--- config.mk ---
export PLATFORM = sky130hd
export DESIGN_NAME = rgb_to_hsl_core_flat
export DESIGN_NICKNAME = d
export VERILOG_FILES = /design/src/rtl/core/rth_pkg.sv /design/src/rtl/core/rth_if.sv /design/src/rtl/core/rth_prep.sv /design/src/rtl/core/rth_cell.sv /design/src/rtl/core/rgb_to_hsl_core.sv /design/src/flat_wrapper.sv
export VERILOG_INCLUDE_DIRS = /design/src /design/src/rtl/core
export SDC_FILE = /design/constraint.sdc
export NUM_CORES = 2
export LEC_CHECK = 0
export BUFFER_PORTS_ARGS = -buffer_cell sky130_fd_sc_hd__buf_2
export CORE_MARGIN = 4
export CORE_UTILIZATION = 61
export CTS_CLUSTER_SIZE = 12
export DETAILED_ROUTE_END_ITERATION = 7
export PLACE_DENSITY = 0.86
export SLEW_MARGIN = 20
export SYNTH_ARGS = -nofsm -noshare
export SYNTH_HDL_FRONTEND = slang
export SYNTH_SLANG_ARGS = --single-unit
export TNS_END_PERCENT = 100
--- constraint.sdc ---
create_clock -name clock -period 16.15 [get_ports clock]
set_input_delay 3.23 -clock clock [delete_from_list [all_inputs] [get_ports clock]]
set_output_delay 3.23 -clock clock [all_outputs]
set_load 0.02 [all_outputs]
--- src/rtl/core/rgb_to_hsl_core_macros.svh ---
// ---------------------------------------------------------------------------
// rgb_to_hsl_core_macros.svh - assertion helpers
// Concurrent assertion wrappers used by the RGB to HSL core.
// ---------------------------------------------------------------------------
`ifndef RGB_TO_HSL_CORE_MACROS_SVH
`define RGB_TO_HSL_CORE_MACROS_SVH

// checked only outside reset
`define RTH_CHECK(label, clk, rst, prop, msg) \
   label: assert property (@(posedge clk) disable iff (rst) prop) else $error(msg);

// checked at every edge, reset included
`define RTH_CHECK_ALWAYS(label, clk, prop, msg) \
   label: assert property (@(posedge clk) prop) else $error(msg);

`endif

--- src/rtl/core/rth_pkg.sv ---
// ---------------------------------------------------------------------------
// rth_pkg - RGB to HSL shared definitions
// Widths, constants and the per-cell divider state type.
// ---------------------------------------------------------------------------
`default_nettype none

package rth_pkg;

   localparam int CH_W     = 8;   // channel byte
   localparam int SUM_W    = 9;   // max + min
   localparam int DIVH_W   = 11;  // 6*d, up to 1530
   localparam int DIVS_W   = 8;   // saturation denominator, up to 255
   localparam int SAT_W    = 16;
   localparam int SAT_FRAC = 15;  // Q1.15

   localparam logic [SAT_W-1:0]  SAT_ONE    = 16'h8000;
   // grey pixel: divisors forced to all ones with zero remainders -> zero quotients
   localparam logic [DIVH_W-1:0] GREY_DIV_H = 11'h7FF;
   localparam logic [DIVS_W-1:0] GREY_DIV_S = 8'hFF;

   typedef struct packed {
      logic [DIVH_W-1:0] rem_h;
      logic [DIVH_W-1:0] div_h;
      logic [DIVS_W-1:0] rem_s;
      logic [DIVS_W-1:0] div_s;
      logic              sat_full;   // d equals denominator, saturation is one
      logic [SUM_W-1:0]  light_sum;
   } div_state_type;

endpackage

`default_nettype wire

--- src/rtl/core/rth_if.sv ---
// ---------------------------------------------------------------------------
// rth_if - pixel channels
// Valid/ready channels for RGB pixels in and HSL results out.
// ---------------------------------------------------------------------------
`default_nettype none

interface rth_rgb_if;
   logic                      valid;
   logic                      ready;
   logic [rth_pkg::CH_W-1:0]  red;
   logic [rth_pkg::CH_W-1:0]  green;
   logic [rth_pkg::CH_W-1:0]  blue;

   modport source (output valid, output red, output green, output blue, input ready);
   modport sink   (input valid, input red, input green, input blue, output ready);
endinterface

interface rth_hsl_if #(parameter int HUE_W = 16);
   logic                       valid;
   logic                       ready;
   logic [HUE_W-1:0]           hue;
   logic [rth_pkg::SAT_W-1:0]  saturation;
   logic [rth_pkg::SUM_W-1:0]  light_sum;

   modport source (output valid, output hue, output saturation, output light_sum,
                   input ready);
   modport sink   (input valid, input hue, input saturation, input light_sum,
                   output ready);
endinterface

`default_nettype wire

--- src/rtl/core/rth_prep.sv ---
// ---------------------------------------------------------------------------
// rth_prep - front cell
// Finds max/min, sector numerator and divisors; seeds the divider chain.
// ---------------------------------------------------------------------------
`default_nettype none

module rth_prep (
   input  wire                         clock,
   input  wire                         reset,
   input  wire                         in_valid,
   output logic                        in_ready,
   input  wire [rth_pkg::CH_W-1:0]     in_red,
   input  wire [rth_pkg::CH_W-1:0]     in_green,
   input  wire [rth_pkg::CH_W-1:0]     in_blue,
   output logic                        out_valid,
   input  wire                         out_ready,
   output rth_pkg::div_state_type      out_data
);

   logic                            valid_ff;
   rth_pkg::div_state_type          data_ff;
   rth_pkg::div_state_type          data_in;

   logic [rth_pkg::CH_W-1:0]        mx;
   logic [rth_pkg::CH_W-1:0]        mn;
   logic [rth_pkg::CH_W-1:0]        d;
   logic [rth_pkg::SUM_W-1:0]       sum;
   logic [rth_pkg::SUM_W-1:0]       sum_hi;
   logic [rth_pkg::DIVH_W-1:0]      d_w;
   logic [rth_pkg::DIVH_W-1:0]      d6;
   logic [rth_pkg::DIVH_W-1:0]      num;
   logic [rth_pkg::DIVS_W-1:0]      denom;

   always_comb begin
      mx = (in_red > in_green) ? in_red : in_green;
      mx = (mx > in_blue) ? mx : in_blue;
      mn = (in_red < in_green) ? in_red : in_green;
      mn = (mn < in_blue) ? mn : in_blue;
      d   = mx - mn;
      sum = {1'b0, mx} + {1'b0, mn};
      d_w = {3'b000, d};
      d6  = (d_w << 2) + (d_w << 1);

      // numerator = h6 * d, always below 6d; red wins ties, then green
      if (in_red == mx) begin
         if (in_green >= in_blue) begin
            num = {3'b000, in_green} - {3'b000, in_blue};
         end else begin
            num = d6 - ({3'b000, in_blue} - {3'b000, in_green});
         end
      end else if (in_green == mx) begin
         num = (d_w << 1) + {3'b000, in_blue} - {3'b000, in_red};
      end else begin
         num = (d_w << 2) + {3'b000, in_red} - {3'b000, in_green};
      end

      sum_hi = 9'd510 - sum;
      denom  = (sum <= 9'd255) ? sum[rth_pkg::DIVS_W-1:0] : sum_hi[rth_pkg::DIVS_W-1:0];

      data_in.light_sum = sum;
      if (d == '0) begin
         data_in.rem_h    = '0;
         data_in.div_h    = rth_pkg::GREY_DIV_H;
         data_in.rem_s    = '0;
         data_in.div_s    = rth_pkg::GREY_DIV_S;
         data_in.sat_full = 1'b0;
      end else begin
         data_in.rem_h    = num;
         data_in.div_h    = d6;
         data_in.div_s    = denom;
         data_in.sat_full = (d == denom);
         data_in.rem_s    = (d == denom) ? '0 : d;
      end
   end

   assign in_ready  = !valid_ff || out_ready;
   assign out_valid = valid_ff;
   assign out_data  = data_ff;

   always_ff @(posedge clock) begin
      if (reset) begin
         valid_ff <= 1'b0;
      end else if (in_ready) begin
         valid_ff <= in_valid;
      end
   end

   always_ff @(posedge clock) begin
      if (in_valid && in_ready) begin
         data_ff <= data_in;
      end
   end

endmodule

`default_nettype wire

--- src/rtl/core/rth_cell.sv ---
// ---------------------------------------------------------------------------
// rth_cell - divider cell
// One restoring division step for hue and for saturation, registered.
// ---------------------------------------------------------------------------
`default_nettype none

module rth_cell #(
   parameter int QW = 16
) (
   input  wire                         clock,
   input  wire                         reset,
   input  wire                         in_valid,
   output logic                        in_ready,
   input  wire rth_pkg::div_state_type in_data,
   input  wire [QW-1:0]                in_qh,
   input  wire [QW-1:0]                in_qs,
   output logic                        out_valid,
   input  wire                         out_ready,
   output rth_pkg::div_state_type      out_data,
   output logic [QW-1:0]               out_qh,
   output logic [QW-1:0]               out_qs
);

   logic                            valid_ff;
   rth_pkg::div_state_type          data_ff;
   rth_pkg::div_state_type          data_in;
   logic [QW-1:0]                   qh_ff;
   logic [QW-1:0]                   qs_ff;
   logic [rth_pkg::DIVH_W:0]        tw_h;
   logic [rth_pkg::DIVH_W:0]        dif_h;
   logic [rth_pkg::DIVS_W:0]        tw_s;
   logic [rth_pkg::DIVS_W:0]        dif_s;
   logic                            ge_h;
   logic                            ge_s;

   always_comb begin
      tw_h  = {in_data.rem_h, 1'b0};
      ge_h  = tw_h >= {1'b0, in_data.div_h};
      dif_h = tw_h - {1'b0, in_data.div_h};
      tw_s  = {in_data.rem_s, 1'b0};
      ge_s  = tw_s >= {1'b0, in_data.div_s};
      dif_s = tw_s - {1'b0, in_data.div_s};

      data_in       = in_data;
      data_in.rem_h = ge_h ? dif_h[rth_pkg::DIVH_W-1:0] : tw_h[rth_pkg::DIVH_W-1:0];
      data_in.rem_s = ge_s ? dif_s[rth_pkg::DIVS_W-1:0] : tw_s[rth_pkg::DIVS_W-1:0];
   end

   assign in_ready  = !valid_ff || out_ready;
   assign out_valid = valid_ff;
   assign out_data  = data_ff;
   assign out_qh    = qh_ff;
   assign out_qs    = qs_ff;

   always_ff @(posedge clock) begin
      if (reset) begin
         valid_ff <= 1'b0;
      end else if (in_ready) begin
         valid_ff <= in_valid;
      end
   end

   always_ff @(posedge clock) begin
      if (in_valid && in_ready) begin
         data_ff <= data_in;
         qh_ff   <= {in_qh[QW-2:0], ge_h};
         qs_ff   <= {in_qs[QW-2:0], ge_s};
      end
   end

endmodule

`default_nettype wire

--- src/rtl/core/rgb_to_hsl_core.sv ---
// ---------------------------------------------------------------------------
// rgb_to_hsl_core - RGB to HSL pixel converter
// Pipelined chain of restoring divider cells, one pixel per clock unless the output stalls.
// ---------------------------------------------------------------------------
//  channel  | dir | handshake          | payload
//  req_pix  | in  | valid/ready        | red, green, blue (8b each)
//  rsp_pix  | out | valid/ready        | hue (HUE_FRAC_BITS), saturation (Q1.15), light_sum (9b)
//
//  Throughput: one item per clock while rsp_pix is not stalled. Pipeline: the front cell, then
//  NCELL = max(HUE_FRAC_BITS, 15) divider cells, each producing one quotient bit.
//  Reset: synchronous, clears only the valid bit of each cell, with no clearing pass.
//  Stalls: each cell holds its item while the next one is full and stalled; empty slots
//  collapse, so input is taken while a finished result waits at the output.
// ---------------------------------------------------------------------------
`default_nettype none
`include "rgb_to_hsl_core_macros.svh"

module rgb_to_hsl_core #(
   parameter int HUE_FRAC_BITS = 16
) (
   input  wire              clock,
   input  wire              reset,
   rth_rgb_if.sink          req_pix,
   rth_hsl_if.source        rsp_pix
);

   // enough steps for both quotients; extra steps only add low bits that are dropped
   localparam int NCELL = (HUE_FRAC_BITS > rth_pkg::SAT_FRAC) ? HUE_FRAC_BITS
                                                              : rth_pkg::SAT_FRAC;

   // chain taps: index 0 is the front cell output, index k the output of divider cell k-1
   logic                            chain_valid [NCELL+1];
   logic                            chain_ready [NCELL+1];
   rth_pkg::div_state_type          chain_data  [NCELL+1];
   logic [NCELL-1:0]                chain_qh    [NCELL+1];
   logic [NCELL-1:0]                chain_qs    [NCELL+1];

   logic                            last_valid;
   rth_pkg::div_state_type          last_data;
   logic [NCELL-1:0]                last_qh;
   logic [NCELL-1:0]                last_qs;

   // front cell: max/min, sector numerator, divisors
   rth_prep u_prep (
      .clock     (clock),
      .reset     (reset),
      .in_valid  (req_pix.valid),
      .in_ready  (req_pix.ready),
      .in_red    (req_pix.red),
      .in_green  (req_pix.green),
      .in_blue   (req_pix.blue),
      .out_valid (chain_valid[0]),
      .out_ready (chain_ready[0]),
      .out_data  (chain_data[0])
   );

   // quotient registers start empty; NCELL shifts replace every bit
   assign chain_qh[0] = '0;
   assign chain_qs[0] = '0;

   for (genvar k = 0; k < NCELL; k++) begin : g_cell
      rth_cell #(
         .QW (NCELL)
      ) u_cell (
         .clock     (clock),
         .reset     (reset),
         .in_valid  (chain_valid[k]),
         .in_ready  (chain_ready[k]),
         .in_data   (chain_data[k]),
         .in_qh     (chain_qh[k]),
         .in_qs     (chain_qs[k]),
         .out_valid (chain_valid[k+1]),
         .out_ready (chain_ready[k+1]),
         .out_data  (chain_data[k+1]),
         .out_qh    (chain_qh[k+1]),
         .out_qs    (chain_qs[k+1])
      );
   end

   assign last_valid         = chain_valid[NCELL];
   assign last_data          = chain_data[NCELL];
   assign last_qh            = chain_qh[NCELL];
   assign last_qs            = chain_qs[NCELL];
   assign chain_ready[NCELL] = rsp_pix.ready;

   // keep the top bits: floor of the longer quotient shifted right is the exact floor
   assign rsp_pix.valid      = last_valid;
   assign rsp_pix.hue        = last_qh[NCELL-1 -: HUE_FRAC_BITS];
   assign rsp_pix.saturation = {last_data.sat_full, last_qs[NCELL-1 -: rth_pkg::SAT_FRAC]};
   assign rsp_pix.light_sum  = last_data.light_sum;

   `RTH_CHECK(a_rem_bound, clock, reset, last_valid |-> ((last_data.rem_h < last_data.div_h) && (last_data.rem_s < last_data.div_s)), "divider remainder out of range")
   `RTH_CHECK(a_sat_one, clock, reset, (rsp_pix.valid && last_data.sat_full) |-> (rsp_pix.saturation == rth_pkg::SAT_ONE), "full saturation not exactly one")
   `RTH_CHECK(a_grey_zero, clock, reset, (rsp_pix.valid && (last_data.div_h == rth_pkg::GREY_DIV_H)) |-> ((rsp_pix.hue == '0) && (rsp_pix.saturation == '0)), "grey pixel with nonzero hue or saturation")
   `RTH_CHECK_ALWAYS(a_drain_ready, clock, (!reset && !last_valid) |-> req_pix.ready, "input stalled with empty output cell")

endmodule

`default_nettype wire
--- src/flat_wrapper.sv ---
// flat-port wrapper written by rule: the top's interface ports become plain ports
module rgb_to_hsl_core_flat 
#(
   parameter int HUE_FRAC_BITS = 16
)
  (clock, reset, req_pix_valid, req_pix_red, req_pix_green, req_pix_blue, req_pix_ready, rsp_pix_valid, rsp_pix_hue, rsp_pix_saturation, rsp_pix_light_sum, rsp_pix_ready);
  rth_rgb_if req_pix_i ();
  rth_hsl_if rsp_pix_i ();
  input  wire clock;
  input  wire reset;
  input wire logic [$bits(req_pix_i.valid)-1:0] req_pix_valid;
  input wire logic [$bits(req_pix_i.red)-1:0] req_pix_red;
  input wire logic [$bits(req_pix_i.green)-1:0] req_pix_green;
  input wire logic [$bits(req_pix_i.blue)-1:0] req_pix_blue;
  output wire logic [$bits(req_pix_i.ready)-1:0] req_pix_ready;
  output wire logic [$bits(rsp_pix_i.valid)-1:0] rsp_pix_valid;
  output wire logic [$bits(rsp_pix_i.hue)-1:0] rsp_pix_hue;
  output wire logic [$bits(rsp_pix_i.saturation)-1:0] rsp_pix_saturation;
  output wire logic [$bits(rsp_pix_i.light_sum)-1:0] rsp_pix_light_sum;
  input wire logic [$bits(rsp_pix_i.ready)-1:0] rsp_pix_ready;
  assign req_pix_i.valid = req_pix_valid;
  assign req_pix_i.red = req_pix_red;
  assign req_pix_i.green = req_pix_green;
  assign req_pix_i.blue = req_pix_blue;
  assign req_pix_ready = req_pix_i.ready;
  assign rsp_pix_valid = rsp_pix_i.valid;
  assign rsp_pix_hue = rsp_pix_i.hue;
  assign rsp_pix_saturation = rsp_pix_i.saturation;
  assign rsp_pix_light_sum = rsp_pix_i.light_sum;
  assign rsp_pix_i.ready = rsp_pix_ready;
  rgb_to_hsl_core #(.HUE_FRAC_BITS(HUE_FRAC_BITS)) u_core (.clock(clock), .reset(reset), .req_pix(req_pix_i), .rsp_pix(rsp_pix_i));
endmodule
==> qor.csv <==
stage,metric,value,unit
global_routing,grt_pass1_vias,33150,
cts,post_cts_buffers,0,
final_layout,area_delta_synth_final,8.827,%
floorplan,ioPinCount,71,
cts,cts.path.max_buffers,3,
final_layout,n_fill_cell,5468,
cts,cts_buffers,101,
hold_path,hold_depth,0,
global_routing,grt_pass1_wl,166100,um
final_layout,finalNonFillerCells,5432,
sta,finalSetupViolCount,0,
cts,cts_max_level,3,
hold_path,min_to,u_core.g_cell[6].u_cell.out_qs[5],
logic_synthesis,avgSynthCellArea,12.64,sq um
power,peakVddDrop,0.1457,mV
final_layout,seqCellArea,30910,sq um
power,p_per_area,140.4,nW/um^2
global_routing,grt_use_total,22.89,%
detailed_routing,drt-total-wl,103300,um
sta,tns,0,ps
worst_setup_path,crit_slowest_cell,nor2_1,
logic_synthesis,syn_area,52120,sq um
run_status,status,"finished, final reports clean",
floorplan,start_util,61.89,%
hold_path,hp-class,flop to flop,
final_layout,diodes,0,
sta,worst_pin_slew,1217,ps
placement,portBuffers,70,
sta,max_freq,93.51,MHz
detailed_routing,post_drt_wl_per_cell,19.02,um
sta,rsz0062_at_grt,false,
worst_setup_path,r2r_end,u_core.g_cell[6].u_cell.out_data[40],
floorplan,core_area,84220,sq um
worst_setup_path,reg2reg_slack,12290,ps
sta,hold_violations,0,
cts,path_clk_slew,60,ps
worst_setup_path,critical-path-max-stage-delay,800,ps
worst_setup_path,ff2ff_path_depth,10,
floorplan,placementRows,106,
cts,clock_sinks,1035,
detailed_routing,avgViaCountPerCell,5.835,
cts,cts_tree,built,
power,leakage,21.91,nW
cts,ctsHoldBuffers,0,
final_layout,nets,4697,
sta,period_share,66.22,%
final_layout,multiInputGateArea,18790,sq um
cts,cts_repair_resize_count,0,
worst_setup_path,critPathCaptureType,flop,
worst_setup_path,path_common_cell,ha_1,
placement,numPlacedInstances,5263,
placement,place.gp.congestion,0.9220,
global_routing,grt_overflow,0,
sta,finalMaxSlewViolations,0,
global_routing,grt_max_degree,72,
logic_synthesis,syn_nets,4589,
floorplan,die_h,300.3,um
worst_setup_path,required,16540,ps
detailed_routing,drt_iter0_drc,2087,
logic_synthesis,yosys.area.top_type,edfxtp_1,
detailed_routing,vias,31700,
worst_setup_path,cp_data_arrival_time,11080,ps
sta,min_period,10690,ps
worst_setup_path,worst_setup_path_start_kind,primary input,
placement,place_area,53700,sq um
worst_setup_path,reg2reg_from,u_core.g_cell[5].u_cell.out_data[38],
floorplan,die_w,300.3,um
logic_synthesis,yosysSeqAreaShare,59.30,%
logic_synthesis,ys_ff_latch,1035,
final_layout,finish.instance_area,56720,sq um
detailed_routing,firstDrtPassIters,5,
worst_setup_path,worstSetupPathType,primary input to flop,
cts,cts_root_buf,clkbuf_16,
logic_synthesis,yosysUniqueCellTypes,94,
detailed_routing,postRouteAntennaNets,0,
logic_synthesis,synthCells,4124,
logic_synthesis,yosysWarnings,0,
sta,slew_headroom,18.17,%
logic_synthesis,synth_top_area_share,58.65,%
worst_setup_path,worstPathMaxFanout,20,
detailed_routing,drc,0,
placement,dp_hpwl,72720,um
logic_synthesis,yosys-top-cells-area,"edfxtp_1 59%, ha_1 9.3%, inv_1 4.0%",
logic_synthesis,async_flop_share,0,%
cts,insertion_delay,680,ps
sta,skew,46.23,ps
hold_path,min-delay-start,u_core.g_cell[5].u_cell.out_qs[4],
final_layout,layout-drive-gt1-share,9.725,%
logic_synthesis,synth_edf_count,1018,
job,maxCapViolations,0,
logic_synthesis,yosys_most_used_dff,edfxtp_1,
global_routing,antenna_found_initial,0,
floorplan,die_area,90190,sq um
[critical path: cells and delay by family]
kind | cells | cell delay, ps
fa+ha+maj | 5 | 2000
xor+xnor | 2 | 500
compound gates | 14 | 3260
mux | 1 | 110
simple gates | 5 | 1360
buf+inv | 3 | 610
[flip-flops by register name, indices dropped and copies added (netlist names)]
register and flops:
u_core.g_cell.u_cell.out_qh 136, u_core.g_cell.u_cell.out_qs 135, u_core.g_cell.u_cell.out_valid 16, u_core.u_prep.out_valid 1
u_core.u_prep.out_data 47, u_core.g_cell.u_cell.out_data 700
[cell type report]
type,count,share of cell area (%)
clock buffer,144,4.740
clock inverter,25,0.5625
inverter,556,3.688
multi-input combinational,2448,33.13
sequential,1035,54.49
tap,1134,2.501
timing repair buffer,90,0.8823
[cells by family (layout without fill, tap and decap cells)]
kind of cell	after synthesis	after routing	synth area share, %
compound gates	740	740	9.194
flops	1035	1035	59.30
fa+ha+maj	438	438	11.24
simple gates	906	906	8.253
mux	193	193	4.076
xor+xnor	171	171	2.943
buf+inv	641	815	4.986
[how the worst max path moves through the flow]
stage | startpoint | endpoint | slack [ps] | cells after the start
floorplan | req_pix_green[1] | u_core.u_prep.out_data[47] | 5670 | 31
global placement | req_pix_green[5] | u_core.u_prep.out_data[47] | 4890 | 30
detailed placement | req_pix_green[5] | u_core.u_prep.out_data[47] | 4800 | 30
CTS | req_pix_green[5] | u_core.u_prep.out_data[47] | 5490 | 30
global route | req_pix_green[5] | u_core.u_prep.out_data[47] | 4890 | 31
finish | req_pix_green[5] | u_core.u_prep.out_data[47] | 5460 | 30
[layout by cell type, fill, tap and decap left out, drive strengths merged, types with 8 or more instances in the layout]
cell type,netlist,layout
a31oi,9,9
mux2i,42,42
a21o,60,60
nor2b,91,91
dfxtp,17,17
buf,59,90
nor2,329,329
clkinv,1,21
a211oi,20,20
o21ai,245,245
o21a,28,28
o211ai,8,8
and3,10,10
nor3,42,42
o31a,13,13
nand2,199,199
a221oi,8,8
nor3b,12,12
clkbuf,26,144
or2,9,9
o31ai,49,49
xnor2,104,104
o221ai,9,9
a311oi,15,15
xor2,66,66
nand3,89,89
nor4,8,8
a21oi,128,128
edfxtp,1018,1018
a21boi,100,100
inv,555,557
ha,386,386
fa,51,51
nand2b,35,35
mux2,151,151
nand4,53,53
[power by group]
| part | switching [W] | internal [W] |
|---|---|---|
| clock | 0.000967 | 0.00121 |
| combinational | 0.00147 | 0.00111 |
| sequential | 0.0000654 | 0.00315 |
[cell usage after synthesis, drive strengths merged (51+ instances only)]
cell / n
xor2: 66
buf: 59
mux2: 151
edfxtp: 1018
nand3: 89
ha: 386
nand2: 199
o21ai: 245
a21o: 60
a21oi: 128
inv: 555
nand4: 53
nor2b: 91
fa: 51
nor2: 329
a21boi: 100
xnor2: 104
[per-layer routing]
layer	global-route usage (%)	part of all wire, %
met3	3.646	4.5
met2	44.52	55
met1	23.66	36
met5	0	0
met4	11.29	5.1
[through the flow]
stage,setup WS [ps],hold slack [ps],util [%],power (W)
after global routing,4888,408.5,67.35,0.008387
after detailed placement,4801,404.5,63.77,0.005777
final,5456,407.6,67.35,0.007966
after global placement,4894,400.3,63.77,0.005715
after CTS,5491,403.2,67.34,0.007968
after floorplan,5668,400.3,-,0.005206
No activity file was read; power rests on OpenSTA's default activity.
